File: config.mk
export PLATFORM = sky130hd
export DESIGN_NAME = fixed_length_frame_deframer_core
export DESIGN_NICKNAME = d
export VERILOG_FILES = /design/src/hdl/fld_pkg.sv /design/src/hdl/fld_in_stage.sv /design/src/hdl/fld_frame_fsm.sv /design/src/hdl/fld_out_stage.sv /design/src/hdl/fixed_length_frame_deframer_core.sv
export SDC_FILE = /design/constraint.sdc
export NUM_CORES = 1
export LEC_CHECK = 0
export ABC_AREA = 1
export BUFFER_PORTS_ARGS = -buffer_cell sky130_fd_sc_hd__buf_2
export CAP_MARGIN = 25
export CORE_MARGIN = 8
export CORE_UTILIZATION = 50
export CTS_BUF_LIST = sky130_fd_sc_hd__clkbuf_8
export CTS_CLUSTER_SIZE = 10
export DETAILED_ROUTE_END_ITERATION = 8
export GPL_ROUTABILITY_DRIVEN = 1
export PLACE_DENSITY = 0.71
export SYNTH_ARGS = -nofsm -noshare
export SYNTH_HDL_FRONTEND = slang
export SYNTH_HIERARCHICAL = 1
export SYNTH_SLANG_ARGS = --single-unit
File: constraint.sdc
create_clock -name clk -period 2.05 [get_ports clk]
set_input_delay 0.1025 -clock clk [delete_from_list [all_inputs] [get_ports clk]]
set_output_delay 0.1025 -clock clk [all_outputs]
set_load 0.005 [all_outputs]
File: src/hdl/fld_pkg.sv
// ----------------------------------------------------------------------------
// fld_pkg
// Shared widths, codes and types for the fixed-length frame deframer.
// ----------------------------------------------------------------------------
package fld_pkg;

    localparam int BYTE_W = 8;
    localparam int LEN_W  = 11;
    localparam int IDX_W  = 10;
    localparam int STAT_W = 3;
    localparam int CFG_W  = 2;

    // largest value the length register can hold
    localparam int LEN_REG_MAX = (1 << LEN_W) - 1;

    // configuration register indexes
    localparam logic [CFG_W-1:0] REG_START_BYTE     = 2'd0;
    localparam logic [CFG_W-1:0] REG_END_BYTE       = 2'd1;
    localparam logic [CFG_W-1:0] REG_PAYLOAD_LENGTH = 2'd2;

    // configuration reset values
    localparam logic [BYTE_W-1:0] START_BYTE_RST     = 8'd2;
    localparam logic [BYTE_W-1:0] END_BYTE_RST       = 8'd3;
    localparam logic [LEN_W-1:0]  PAYLOAD_LENGTH_RST = 11'd256;

    typedef enum logic [STAT_W-1:0] {
        ST_IGNORED     = 3'd0,
        ST_START       = 3'd1,
        ST_PAYLOAD     = 3'd2,
        ST_ACCEPTED    = 3'd3,
        ST_BAD_RESTART = 3'd4,
        ST_BAD_DISCARD = 3'd5
    } status_t;

    typedef enum logic [2:0] {
        PH_HUNT   = 3'b001,
        PH_READ   = 3'b010,
        PH_FOOTER = 3'b100
    } phase_t;

    // byte moving from the input register into the frame logic
    typedef struct packed {
        logic              advance;
        logic [BYTE_W-1:0] data;
    } in_xfer_t;

    // one result item
    typedef struct packed {
        status_t           status;
        logic [BYTE_W-1:0] payload_byte;
        logic [IDX_W-1:0]  payload_index;
        logic              last_payload;
    } result_t;

endpackage

File: src/hdl/fld_in_stage.sv
// ----------------------------------------------------------------------------
// fld_in_stage
// Input register for received bytes, advances when the result side has room.
// ----------------------------------------------------------------------------
module fld_in_stage
    import fld_pkg::*;
(
    input  logic              clk,
    input  logic              rst_n,
    input  logic              in_valid,
    output logic              in_stall,
    input  logic [BYTE_W-1:0] rx_byte,
    input  logic              out_room,
    output in_xfer_t          xfer
);

    logic              valid_reg;
    logic              valid_next;
    logic [BYTE_W-1:0] data_reg;
    logic              take;

    assign in_stall     = valid_reg && !out_room;
    assign take         = in_valid && !in_stall;
    assign xfer.advance = valid_reg && out_room;
    assign xfer.data    = data_reg;
    assign valid_next   = take || (valid_reg && !out_room);

    always_ff @(posedge clk or negedge rst_n)
    begin
        if (!rst_n)
        begin
            valid_reg <= 1'b0;
        end
        else
        begin
            valid_reg <= valid_next;
        end
    end

    always_ff @(posedge clk)
    begin
        if (take)
        begin
            data_reg <= rx_byte;
        end
    end

endmodule

File: src/hdl/fld_frame_fsm.sv
// ----------------------------------------------------------------------------
// fld_frame_fsm
// Frame phase and byte count; decodes one byte into one result per transfer.
// ----------------------------------------------------------------------------
module fld_frame_fsm
    import fld_pkg::*;
#(
    parameter int MAX_FRAME_BYTES = 1024
)
(
    input  logic              clk,
    input  logic              rst_n,
    input  in_xfer_t          xfer,
    input  logic [BYTE_W-1:0] start_byte,
    input  logic [BYTE_W-1:0] end_byte,
    input  logic [LEN_W-1:0]  payload_length,
    output result_t           res
);

    // longest length that can take effect
    localparam int EFF_MAX = (MAX_FRAME_BYTES < LEN_REG_MAX) ? MAX_FRAME_BYTES : LEN_REG_MAX;
    localparam int CNT_W   = $clog2(EFF_MAX + 1);
    localparam logic [LEN_W-1:0] EFF_MAX_L = LEN_W'(EFF_MAX);

    phase_t             phase_reg;
    phase_t             phase_next;
    logic [CNT_W-1:0]   count_reg;
    logic [CNT_W-1:0]   count_next;
    logic [CNT_W-1:0]   count_inc;
    logic [LEN_W-1:0]   count_wide;
    logic [LEN_W-1:0]   len_full;
    logic [CNT_W-1:0]   len;

    // zero acts as one, above the maximum clamps to it
    always_comb
    begin
        priority if (payload_length == '0)
        begin
            len_full = LEN_W'(1);
        end
        else if (payload_length > EFF_MAX_L)
        begin
            len_full = EFF_MAX_L;
        end
        else
        begin
            len_full = payload_length;
        end
    end

    assign len        = CNT_W'(len_full);
    assign count_inc  = count_reg + CNT_W'(1);
    assign count_wide = LEN_W'(count_reg);

    always_comb
    begin
        phase_next        = phase_reg;
        count_next        = count_reg;
        res.status        = ST_IGNORED;
        res.payload_byte  = '0;
        res.payload_index = '0;
        res.last_payload  = 1'b0;
        unique case (phase_reg)
            PH_READ:
            begin
                res.status        = ST_PAYLOAD;
                res.payload_byte  = xfer.data;
                res.payload_index = count_wide[IDX_W-1:0];
                count_next        = count_inc;
                if (count_inc >= len)
                begin
                    res.last_payload = 1'b1;
                    phase_next       = PH_FOOTER;
                end
            end
            PH_FOOTER:
            begin
                // end byte wins when both delimiters match
                priority if (xfer.data == end_byte)
                begin
                    res.status = ST_ACCEPTED;
                    phase_next = PH_HUNT;
                end
                else if (xfer.data == start_byte)
                begin
                    res.status = ST_BAD_RESTART;
                    phase_next = PH_READ;
                    count_next = '0;
                end
                else
                begin
                    res.status = ST_BAD_DISCARD;
                    phase_next = PH_HUNT;
                end
            end
            default:
            begin
                phase_next = PH_HUNT;
                if (xfer.data == start_byte)
                begin
                    res.status = ST_START;
                    phase_next = PH_READ;
                    count_next = '0;
                end
            end
        endcase
    end

    always_ff @(posedge clk or negedge rst_n)
    begin
        if (!rst_n)
        begin
            phase_reg <= PH_HUNT;
            count_reg <= '0;
        end
        else if (xfer.advance)
        begin
            phase_reg <= phase_next;
            count_reg <= count_next;
        end
    end

    a_last_to_footer: assert property (@(posedge clk) disable iff (!rst_n)
        xfer.advance && res.status == ST_PAYLOAD && res.last_payload
        |=> phase_reg == PH_FOOTER)
        else $error("last payload byte did not move to footer phase");

    a_start_clears: assert property (@(posedge clk) disable iff (!rst_n)
        xfer.advance && (res.status == ST_START || res.status == ST_BAD_RESTART)
        |=> phase_reg == PH_READ && count_reg == '0)
        else $error("frame start did not open a fresh frame");

    a_last_is_payload: assert property (@(posedge clk) disable iff (!rst_n)
        res.last_payload |-> res.status == ST_PAYLOAD && phase_reg == PH_READ)
        else $error("last flag outside payload byte");

endmodule

File: src/hdl/fld_out_stage.sv
// ----------------------------------------------------------------------------
// fld_out_stage
// Result register holding one result item until the receiver takes it.
// ----------------------------------------------------------------------------
module fld_out_stage
    import fld_pkg::*;
(
    input  logic    clk,
    input  logic    rst_n,
    input  logic    load,
    input  result_t res,
    output logic    room,
    output logic    out_valid,
    input  logic    out_stall,
    output result_t res_out
);

    logic    valid_reg;
    logic    valid_next;
    result_t res_reg;

    assign room       = !valid_reg || !out_stall;
    assign valid_next = load || (valid_reg && out_stall);
    assign out_valid  = valid_reg;
    assign res_out    = res_reg;

    always_ff @(posedge clk or negedge rst_n)
    begin
        if (!rst_n)
        begin
            valid_reg <= 1'b0;
        end
        else
        begin
            valid_reg <= valid_next;
        end
    end

    always_ff @(posedge clk)
    begin
        if (load)
        begin
            res_reg <= res;
        end
    end

endmodule

File: src/hdl/fixed_length_frame_deframer_core.sv
// ----------------------------------------------------------------------------
// fixed_length_frame_deframer_core
// Start/end delimited fixed-length frame deframer, one byte in, one result out.
// ----------------------------------------------------------------------------
// usage
//   input channel: in_valid / in_stall carry rx_byte, one received byte per
//   transfer. output channel: out_valid / out_stall carry one result per
//   input byte: status, payload_byte, payload_index, last_payload.
//   status: ignored, frame start, payload byte, frame accepted, footer bad
//   restart (new frame opens at once), footer bad discard (back to hunting).
//   downstream commits or drops the streamed payload on the footer status.
//   configuration: cfg_we writes cfg_data into register cfg_index
//   (0 start byte, 1 end byte, 2 payload length); write only while idle.
//   path: a transferred byte passes through the input register, then the
//   result register; throughput one byte per cycle while out_stall stays low,
//   set by the single decode step between the two registers.
//   reset: hunting for a start byte, count zero, registers at 2 / 3 / 256,
//   both pipeline registers empty.
//   stall: a held result keeps the result register; one more byte waits in
//   the input register, after which in_stall rises until the result goes.
// ----------------------------------------------------------------------------
module fixed_length_frame_deframer_core
    import fld_pkg::*;
#(
    parameter int MAX_FRAME_BYTES = 1024
)
(
    input  logic              clk,
    input  logic              rst_n,
    // configuration write port
    input  logic              cfg_we,
    input  logic [CFG_W-1:0]  cfg_index,
    input  logic [LEN_W-1:0]  cfg_data,
    // byte input
    input  logic              in_valid,
    output logic              in_stall,
    input  logic [BYTE_W-1:0] rx_byte,
    // result output
    output logic              out_valid,
    input  logic              out_stall,
    output logic [STAT_W-1:0] status,
    output logic [BYTE_W-1:0] payload_byte,
    output logic [IDX_W-1:0]  payload_index,
    output logic              last_payload
);

    // configuration registers
    logic [BYTE_W-1:0] start_byte_reg;
    logic [BYTE_W-1:0] end_byte_reg;
    logic [LEN_W-1:0]  payload_length_reg;

    in_xfer_t xfer;
    result_t  res;
    result_t  res_out;
    logic     out_room;

    always_ff @(posedge clk or negedge rst_n)
    begin
        if (!rst_n)
        begin
            start_byte_reg     <= START_BYTE_RST;
            end_byte_reg       <= END_BYTE_RST;
            payload_length_reg <= PAYLOAD_LENGTH_RST;
        end
        else if (cfg_we)
        begin
            // writes to an index beyond the list are dropped
            unique case (cfg_index)
                REG_START_BYTE:     start_byte_reg     <= cfg_data[BYTE_W-1:0];
                REG_END_BYTE:       end_byte_reg       <= cfg_data[BYTE_W-1:0];
                REG_PAYLOAD_LENGTH: payload_length_reg <= cfg_data;
                default:            ;
            endcase
        end
    end

    // input register, refills in the cycle its byte moves on
    fld_in_stage u_in_stage (
        .clk      (clk),
        .rst_n    (rst_n),
        .in_valid (in_valid),
        .in_stall (in_stall),
        .rx_byte  (rx_byte),
        .out_room (out_room),
        .xfer     (xfer)
    );

    // frame phase, byte count and result decode
    fld_frame_fsm #(
        .MAX_FRAME_BYTES (MAX_FRAME_BYTES)
    ) u_frame_fsm (
        .clk            (clk),
        .rst_n          (rst_n),
        .xfer           (xfer),
        .start_byte     (start_byte_reg),
        .end_byte       (end_byte_reg),
        .payload_length (payload_length_reg),
        .res            (res)
    );

    // result register toward the receiver
    fld_out_stage u_out_stage (
        .clk       (clk),
        .rst_n     (rst_n),
        .load      (xfer.advance),
        .res       (res),
        .room      (out_room),
        .out_valid (out_valid),
        .out_stall (out_stall),
        .res_out   (res_out)
    );

    assign status        = res_out.status;
    assign payload_byte  = res_out.payload_byte;
    assign payload_index = res_out.payload_index;
    assign last_payload  = res_out.last_payload;

endmodule
==> results of run 1 <==
==> critical path, stage by stage (launching register included) <==
cell,delay [ps]
dfrtp_1,380
ha_2,200
nand2_2,60
nor2_2,90
nand2_2,80
nor2_4,110
nand3_2,90
xnor2_2,160
ha_1,320
nand2_2,80
inv_2,60
nand2_1,50
nor2_1,110
nand2_1,70
nand2_2,80
nor2_4,40
a21oi_2,130
nand2_1,80
nand2_1,60
==> where the power goes <==
group / internal [µW] / total [µW] / switching [µW]
Clock: 685 / 1230 / 549
Combinational: 282 / 644 / 361
Sequential: 1690 / 1790 / 104
Total: 2660 / 3670 / 1010
==> worst max path at each step <==
| stage | start | end | cells past startpoint |
|---|---|---|---|
| after detailed placement | u_frame_fsm/count_reg[1]$_DFFE_PN0P_ | u_frame_fsm/phase_reg[0]$_DFFE_PN1P_ | 18 |
| after global placement | u_frame_fsm/count_reg[1]$_DFFE_PN0P_ | u_out_stage/res_out[0]$_DFFE_PP_ | 16 |
| after global routing | u_frame_fsm/count_reg[0]$_DFFE_PN0P_ | u_frame_fsm/phase_reg[2]$_DFFE_PN0P_ | 16 |
| after CTS | u_frame_fsm/count_reg[1]$_DFFE_PN0P_ | u_frame_fsm/phase_reg[0]$_DFFE_PN1P_ | 18 |
| final | u_frame_fsm/count_reg[0]$_DFFE_PN0P_ | u_frame_fsm/phase_reg[0]$_DFFE_PN1P_ | 18 |
| after floorplan | u_frame_fsm/count_reg[0]$_DFFE_PN0P_ | u_out_stage/res_out[0]$_DFFE_PP_ | 16 |
==> per-layer routing <==
metal | vias to the layer above | share of wire, % | global-route usage (%) | wire length (µm)
met5 | - | 0 | 0 | 0
met4 | 0 | 1.2 | 6.34 | 91
met3 | 8 | 4.1 | 2.97 | 321
met2 | 61 | 48 | 26.3 | 3730
met1 | 1423 | 47 | 20.6 | 3680
li1 | 1576 | - | - | -
==> cell usage in the layout (no fill, tap or decap), types with 4 or more instances in the layout <==
| master | Yosys | routed |
|---|---|---|
| nand2_1 | 165 | 163 |
| buf_2 | 4 | 49 |
| inv_1 | 48 | 47 |
| nor2_1 | 43 | 40 |
| dfrtp_1 | 38 | 38 |
| buf_4 | 5 | 32 |
| edfxtp_1 | 30 | 30 |
| nand4_1 | 19 | 19 |
| nand3_1 | 16 | 15 |
| dlygate4sd3_1 | 0 | 13 |
| ha_1 | 12 | 11 |
| xnor2_1 | 10 | 10 |
| clkbuf_8 | 0 | 9 |
| xor2_1 | 9 | 8 |
| nand2_2 | 6 | 7 |
| dfstp_2 | 5 | 5 |
| inv_2 | 3 | 4 |
| nand3_2 | 3 | 4 |
| nor2_2 | 2 | 4 |
==> repair_timing <==
action	in CTS	in global routing
pin swaps	1	9
endpoints found under the hold margin	46	0
setup endpoints to repair	4	4
setup buffers	1	1
hold buffers	13	0
gates resized for setup	1	11
==> layout make-up <==
cell class / count / area (µm²)
clock buffers: 9 / 124
clock inverters: 7 / 95.1
fillers: 623 / 2580
inverters: 51 / 191
multi-input cells: 304 / 1580
flip-flops and latches: 73 / 1980
well taps: 99 / 124
repair buffers: 94 / 616
==> per-stage QoR <==
stage               total power [µW]  area, µm²  hold WS (ps)
finish                          3670       4710          25.4
global route                    3880       4710          31.3
CTS                             3680       4670          16.1
detailed placement              2430       4300         -2.49
global placement                2410       4300         -4.02
floorplan                       2190       3780          -193
==> cells by family (layout without fill, tap and decap cells) <==
family                   count (synthesis)  after routing  synth area share, %
AO/OA/AOI/OAI                            9              9                 1.39
XOR/XNOR                                20             20                 4.84
adder cells (fa/ha/maj)                 12             12                 3.98
buffers and inverters                   62            161                 6.99
flip-flops                              73             73                 52.5
AND/OR/NAND/NOR                        263            263                 30.3
==> run summary, run 1 <==
Measured slew at the worst slew-check pin = 459 ps
Area leader, netlist = dfrtp_1
Initial drt markers = 136
GP Congestion = 0.806
Largest register FFs = 22
DP HPWL = 5980 µm
Setup CP Type = flop to flop
Setup Total Neg Slack = -1010 ps
Critical path launch point type = flop
Clock buffer count from CTS = 9
Synth top area share = 25.2%
Final setup fails = 4
R2R Setup Slk = -260 ps
RR Endpoint = u_frame_fsm/phase_reg[0]$_DFFE_PN1P_
FF-to-FF path depth = 18
Max VDD drop = 0.552 mV
Max Slew Vio Count = 0
Hold EP = payload_length_reg[10]$_DFFE_PN0P_
Hold depth = 3
Final hold vios = 0
Drt pass-1 iters = 4
# diodes = 0
Post-Syn Instances = 439
Total wire length = 7830 µm
HP Class = input port to flop
Arrival time worst endpoint = 2600 ps
IO Pins = 50
Netlist Area Pre-Place = 3770 µm²
Setup WS post-layout = -260 ps
Std cell rows = 31
Crit path max fanout = 3
Failing checks = negative setup slack
GRT Resource Usage Total = 16.1%
Max cap viols = 0
Post-layout util = 64.7%
RSZ-0062 raised after global routing = yes
Die span in y = 103 µm
Max clock buf depth = 2
Die width = 103 µm
Worst clock skew = 6.26 ps
Sink Count = 73
Mean Syn Cell Area = 8.60 µm²
Largest net degree at the start of global routing = 21
Relative slew slack = 69.4%
DRC = 0
Total number of vias = 3068
Hold wc startpoint = cfg_data[10]
Synth Net Count = 477
Leak = 0.00240 µW
Async S/R FF share, synth = 58.9%
Critical R2R Launch = u_frame_fsm/count_reg[0]$_DFFE_PN0P_
Number of global-route vias before repair = 3080
Share of layout cells above drive strength 1 = 25.1%
Area grow syn2layout = 24.9%
WP data required = 2340 ps
Post-route ant nets = 0
# nets final = 571
Port bufs = 49
Synth top area cells = dfrtp_1, edfxtp_1, nand2_1
Core Region = 7290 µm²
Initial core utilization = 51.8%
Initial antenna violation count = 0
Prevailing post-synth register cell = dfrtp_1
Grt ovf = 0
CTS tree = done
Drt wl/cell = 12.3 µm
First-pass GRT wire length = 13500 µm
DP Cell Count = 606
Layout Cells excl Fill = 637
Status = finished, violations left
Place WS = -244 ps
Synth cell count leaders = nand2_1, inv_1, nor2_1
Root Driver = clkbuf_8
Yosys reg bits = 73
Skew-Pair Late Insertion Delay = 340 ps
Pwr per Cell Area = 779 nW/µm²
Worst setup EP type = flop
Synth cell types = 30
Clock-pin slew on the worst setup and hold paths = 80 ps
Final Critical Period = 2310 ps
Highest achievable clock rate = 433 MHz
Seq/Total Area, Yosys = 52.5%
H-tree depth = 3
Most common cell in the netlist = nand2_1
Period utilization = 113%
Die area = 10600 µm²
Yosys warns = 6
EDFF count, synth = 30
Drt via density = 4.82
(Power assumes the default switching activity.)
==> run 2, diff against run 1 <==
Settings changed: HOLD_SLACK_MARGIN set to 0.05.
==> run 2 against run 1 <==
  * Final area grew 1.9%
  * Largest cell class unchanged
  * Non-clock buffer count rose by 9
  * Fmax is essentially flat
  * Register-to-register slack about the same
  * Largest power group unchanged
  * Sequential power about the same
  * The flow still finishes with violations (negative setup slack)
==> run summary, run 2 (synthesis results as in run 1) <==
Gate power share = 17.8%
RSZ-0062 raised after global routing = yes
First-pass GRT wire length = 13700 µm
Highest achievable clock rate = 433 MHz
HP Class = input port to flop
Worst clock skew = 6.73 ps
Clock-pin slew on the worst setup and hold paths = 80 ps
Root Driver = clkbuf_8
Commonest non-fill, non-tap cell in the layout = nand2_1
Critical path launch point type = flop
Setup CP Type = flop to flop
Final setup fails = 4
Drt wl/cell = 12.3 µm
Share of layout cells above drive strength 1 = 24.7%
Clock buffer count from CTS = 9
GP Congestion = 0.806
Std cell rows = 31
DP Cell Count = 606
Die area = 10600 µm²
Final hold vios = 0
Setup WS post-layout = -261 ps
DRC = 0
Post-layout util = 65.9%
Port bufs = 49
# nets final = 580
Skew-Pair Late Insertion Delay = 340 ps
Core Region = 7290 µm²
Max cap viols = 0
Number of global-route vias before repair = 3124
Max VDD drop = 0.559 mV
Total number of vias = 3121
DP HPWL = 5980 µm
CTS tree = done
# diodes = 0
Relative slew slack = 68.7%
H-tree depth = 3
Total wire length = 7930 µm
Leak = 0.00244 µW
Seq pwr share = 48.7%
Sink Count = 73
Largest net degree at the start of global routing = 21
Clock power share = 33.5%
Switching part of the total = 27.6%
Measured slew at the worst slew-check pin = 470 ps
Arrival time worst endpoint = 2600 ps
WP data required = 2340 ps
Crit path max fanout = 3
Total net switching power = 1020 µW
Largest register FFs = 22
Final Critical Period = 2310 ps
Die width = 103 µm
Period utilization = 113%
Max clock buf depth = 2
Failing checks = negative setup slack
Die span in y = 103 µm
Initial core utilization = 51.8%
Area grow syn2layout = 27.3%
Initial drt markers = 148
Post-route ant nets = 0
Pwr per Cell Area = 767 nW/µm²
Internal = 2670 µW
Initial antenna violation count = 0
Layout Cells excl Fill = 646
IO Pins = 50
Commonest cells after routing, fill and taps aside = nand2_1, buf_2, inv_1, nor2_1, dfrtp_1
Max Slew Vio Count = 0
GRT Resource Usage Total = 16.4%
Status = finished, violations left
Worst setup EP type = flop
Grt ovf = 0
Drt via density = 4.83
Drt pass-1 iters = 4
[run 2: repair_timing]
action | CTS | global route
endpoints found under the hold margin | 70 | 0
cloned | 0 | 0
setup endpoints to repair | 4 | 4
hold buffers | 22 | 0
pin swaps | 1 | 9
gates resized for setup | 1 | 11
setup buffers | 1 | 1
[run 2: layer usage]
layer	vias to the layer above	global-route usage (%)	routed length [µm]
met5	-	0	0
met4	0	6.34	96
met3	10	3.17	304
met2	65	27.1	3810
met1	1452	20.5	3720
li1	1594	-	-
[run 2: per-stage QoR]
step	power, µW	worst slack [ps]	cell area [µm²]	hold slack (ps)	TNS, ps
2_1_floorplan	2190	-112	3780	-193	-401
6_report	3690	-261	4800	92.4	-1010
3_3_place_gp	2410	-207	4300	-4.02	-801
5_1_grt	3890	-414	4800	88.9	-1620
3_5_place_dp	2430	-244	4300	-2.49	-944
4_1_cts	3690	-267	4760	75.9	-1030
[run 2: area by class of cell]
class | count | area (µm²)
Sequential cell | 73 | 1980
Clock buffer | 9 | 124
Inverter | 51 | 191
Clock inverter | 7 | 95.1
Fill cell | 611 | 2490
Tap cell | 99 | 124
Timing Repair Buffer | 103 | 706
Multi-Input combinational cell | 304 | 1580
[run 2: critical path, stage by stage (launching register included)]
cell and delay, ps:
dfrtp_1 390, ha_2 200, nand2_2 60, nor2_2 90, nand2_2 80, nor2_4 110, nand3_2 90, xnor2_2 160
ha_1 310, nand2_2 80, inv_2 60, nand2_1 50, nor2_1 110, nand2_1 70, nand2_2 80, nor2_4 40
a21oi_2 130, nand2_1 80, nand2_1 60
[run 2: path summary, 6_finish.rpt]
check / start / end / slack, ps / cells after the start
setup / recovery: u_frame_fsm/count_reg[0]$_DFFE_PN0P_ / u_frame_fsm/phase_reg[0]$_DFFE_PN1P_ / -260 / 18
hold / removal: cfg_we / end_byte_reg[1]$_DFFE_PN1P_ / 90 / 3
setup reg to reg: u_frame_fsm/count_reg[0]$_DFFE_PN0P_ / u_frame_fsm/phase_reg[0]$_DFFE_PN1P_ / -260 / 18
hold reg to reg: end_byte_reg[0]$_DFFE_PN1P_ / end_byte_reg[0]$_DFFE_PN1P_ / 470 / 2
max in group asynchronous: rst_n / u_frame_fsm/phase_reg[0]$_DFFE_PN1P_ / 1270 / 3
min in group asynchronous: rst_n / start_byte_reg[0]$_DFFE_PN0P_ / 160 / 2
[run 2: power by group through the flow]
stage / logic, µW / clock network [µW] / registers, µW
finish: 657 / 1230 / 1800
global route: 754 / 1320 / 1810
CTS: 642 / 1260 / 1790
detailed placement: 608 / 0 / 1820
global placement: 590 / 0 / 1820
floorplan: 374 / 0 / 1810
==> run 3, diff against run 2 <==
Settings changed: ABC_AREA 1 to 0, CORE_ASPECT_RATIO set to 0.6, PLACE_DENSITY 0.71 to 0.72.
==> run 3 against run 2 <==
  * The flow still finishes with violations (negative setup slack)
  * Via count down 16%
  * Largest power group unchanged
  * Combinational power down 4.1%
  * Clock skew up 0.93 ps
  * Critical path depth down 8
==> run summary, run 3 <==
Area leader, netlist = dfrtp_1
CP Cell Sequence = ha_4 -> and3_4 -> nand3_4 -> nor2_4 -> xor2_2 -> ha_4 -> a2111oi_4 -> o221ai_2 -> o22ai_2 -> nor2_1
Worst clock skew = 7.66 ps
Async S/R FF share, synth = 58.9%
Multi-input gate area in the final layout = 1690 µm²
Max cap viols = 0
Seq/Total Area, Yosys = 56.9%
Max clock buf depth = 2
DP HPWL = 6010 µm
Clock-pin slew on the worst setup and hold paths = 70 ps
Drt via density = 5.39
Commonest non-fill, non-tap cell in the layout = buf_2
Initial core utilization = 52.0%
Die span in y = 80.7 µm
Post-Synth Simple-Gate Area = 15.0%
Area grow syn2layout = 37.5%
Final setup fails = 3
Internal = 2690 µW
Most common cell in the netlist = dfrtp_1
Max VDD drop = 0.479 mV
Total net switching power = 908 µW
RSZ-0062 raised after global routing = yes
Leak = 0.00209 µW
Largest delay contributor family on the critical path = compound AO/OA/AOI/OAI gates
Post-route ant nets = 0
Yosys reg bits = 73
Critical path launch point type = flop
Clock buffer count from CTS = 9
Synth Net Count = 317
DRC = 0
Relative slew slack = 62.5%
Largest family of logic cells by synthesized area = simple AND/OR/NAND/NOR gates
Period utilization = 115%
Share of layout cells above drive strength 1 = 43.3%
Netlist Area Pre-Place = 3490 µm²
Adder-cell share of the synthesized area = 4.31%
Worst path slowest cell = dfrtp_1
Final hold vios = 0
WP buf/inv = 0
Critical Path Max Stage Delay = 430 ps
Die width = 124 µm
WP data required = 2160 ps
Post-Synth XOR/XNOR Area = 6.28%
Compound-Gate Fraction of Synth Area = 7.25%
Sink Count = 73
# nets final = 433
Grt ovf = 0
Gate power share = 17.5%
Synth cell types = 46
Measured slew at the worst slew-check pin = 562 ps
IO Pins = 50
Core Region = 6710 µm²
Multiplexer share of the synthesized area = 8.72%
Initial drt markers = 218
Synth top area share = 27.3%
HP Class = input port to flop
Initial antenna violation count = 0
EDFF count, synth = 30
Post-Syn Instances = 279
Std cell rows = 23
Fillers = 475
Arrival time worst endpoint = 2470 ps
Synth cell count leaders = dfrtp_1, edfxtp_1, mux2_2
H-tree depth = 3
Root Driver = clkbuf_8
Setup CP Type = flop to flop
GP Congestion = 0.820
Number of global-route vias before repair = 2524
GRT Resource Usage Total = 18.0%
Clock power share = 32.6%
Yosys warns = 6
# diodes = 0
Final Critical Period = 2360 ps
Most used cell, CP = ha_4
Setup Total Neg Slack = -758 ps
Seq pwr share = 49.9%
Place WS = -368 ps
First-pass GRT wire length = 13400 µm
Skew-Pair Late Insertion Delay = 360 ps
Failing checks = negative setup slack
Storage cell area = 1980 µm²
Worst setup EP type = flop
Setup WS post-layout = -310 ps
Pwr per Cell Area = 751 nW/µm²
Largest register FFs = 22
Synth top area cells = dfrtp_1, edfxtp_1, mux2_2
Prevailing post-synth register cell = dfrtp_1
Die area = 9990 µm²
CTS tree = done
Largest net degree at the start of global routing = 44
Mean Syn Cell Area = 12.5 µm²
Port bufs = 49
Highest achievable clock rate = 424 MHz
Switching part of the total = 25.2%
Max Slew Vio Count = 0
Total number of vias = 2624
Crit path max fanout = 3
Total wire length = 8710 µm
Commonest cells after routing, fill and taps aside = buf_2, buf_4, dfrtp_1, edfxtp_1, mux2_2
Status = finished, violations left
Drt pass-1 iters = 4
Drt wl/cell = 17.9 µm
-- run 3: final cells by class --
cell class / count / share of cell area (%)
tap: 87 / 2.27
clock buffer: 9 / 2.58
multi-input combinational: 193 / 35.3
clock inverter: 7 / 1.67
sequential: 73 / 41.4
timing repair buffer: 113 / 16.4
inverter: 5 / 0.392
-- run 3: per-stage QoR --
step | area, µm² | util, % | instances | power [µW] | hold WS (ps)
final | 4790 | 71.5 | 487 | 3600 | 208
after global routing | 4790 | 71.5 | 487 | 3770 | 209
after CTS | 4680 | 69.7 | 482 | 3590 | 186
after detailed placement | 4150 | 61.9 | 442 | 2340 | 214
after global placement | 4150 | 61.9 | 442 | 2320 | 215
after floorplan | 3570 | - | 279 | 2100 | -193
-- run 3: worst min-delay path, delay by kind of cell --
kind	cells	cell delay [ps]
muxes	1	220
buffers and inverters	1	120
and+or+nand+nor	1	90
-- run 3: logic make-up (layout without fill, tap and decap cells) --
| logic type | count (synthesis) | in the layout |
|---|---|---|
| AO/OA/AOI/OAI | 36 | 36 |
| XOR/XNOR | 25 | 25 |
| adder cells (fa/ha/maj) | 12 | 12 |
| buffers and inverters | 13 | 134 |
| flip-flops | 73 | 73 |
| multiplexers | 27 | 27 |
| AND/OR/NAND/NOR | 93 | 93 |
-- run 3: repair_timing --
item / 4_1_cts / 5_1_grt
endpoints found under the setup margin: 3 / 5
buffers inserted: 2 / 5
hold endpoints to repair: 74 / 0
hold buffers: 22 / 0
gates cloned: 0 / 0
resized for setup: 11 / 12
pin swaps: 10 / 10
-- run 3: final timing paths --
| path | slack (ps) | depth (start not counted) | end | start |
|---|---|---|---|---|
| hold / removal | 210 | 3 | start_byte_reg[7]$_DFFE_PN0P_ | cfg_index[1] |
| setup / recovery | -310 | 10 | u_out_stage/res_out[0]$_DFFE_PP_ | u_frame_fsm/count_reg[1]$_DFFE_PN0P_ |
| min in group asynchronous | 350 | 3 | payload_length_reg[10]$_DFFE_PN0P_ | rst_n |
| setup reg to reg | -310 | 10 | u_out_stage/res_out[0]$_DFFE_PP_ | u_frame_fsm/count_reg[1]$_DFFE_PN0P_ |
| hold reg to reg | 530 | 1 | u_out_stage/out_valid$_DFF_PN0_ | u_out_stage/out_valid$_DFF_PN0_ |
| max in group asynchronous | 1290 | 3 | u_frame_fsm/count_reg[0]$_DFFE_PN0P_ | rst_n |
-- run 3: layer usage --
layer  global-route usage [%]  vias to the layer above  part of all wire, %
li1                         -                     1240                    -
met1                     25.6                     1277                   47
met2                     25.0                       91                   43
met3                     5.11                       16                  8.0
met4                     7.41                        0                  1.8
met5                        0                        -                    0
-- run 3: power groups by stage --
stage | Sequential [µW] | Clock, µW | Combinational (µW)
after floorplan | 1800 | 0 | 296
after global placement | 1810 | 0 | 506
after detailed placement | 1820 | 0 | 524
after CTS | 1790 | 1200 | 597
after global routing | 1810 | 1270 | 685
final | 1800 | 1170 | 630
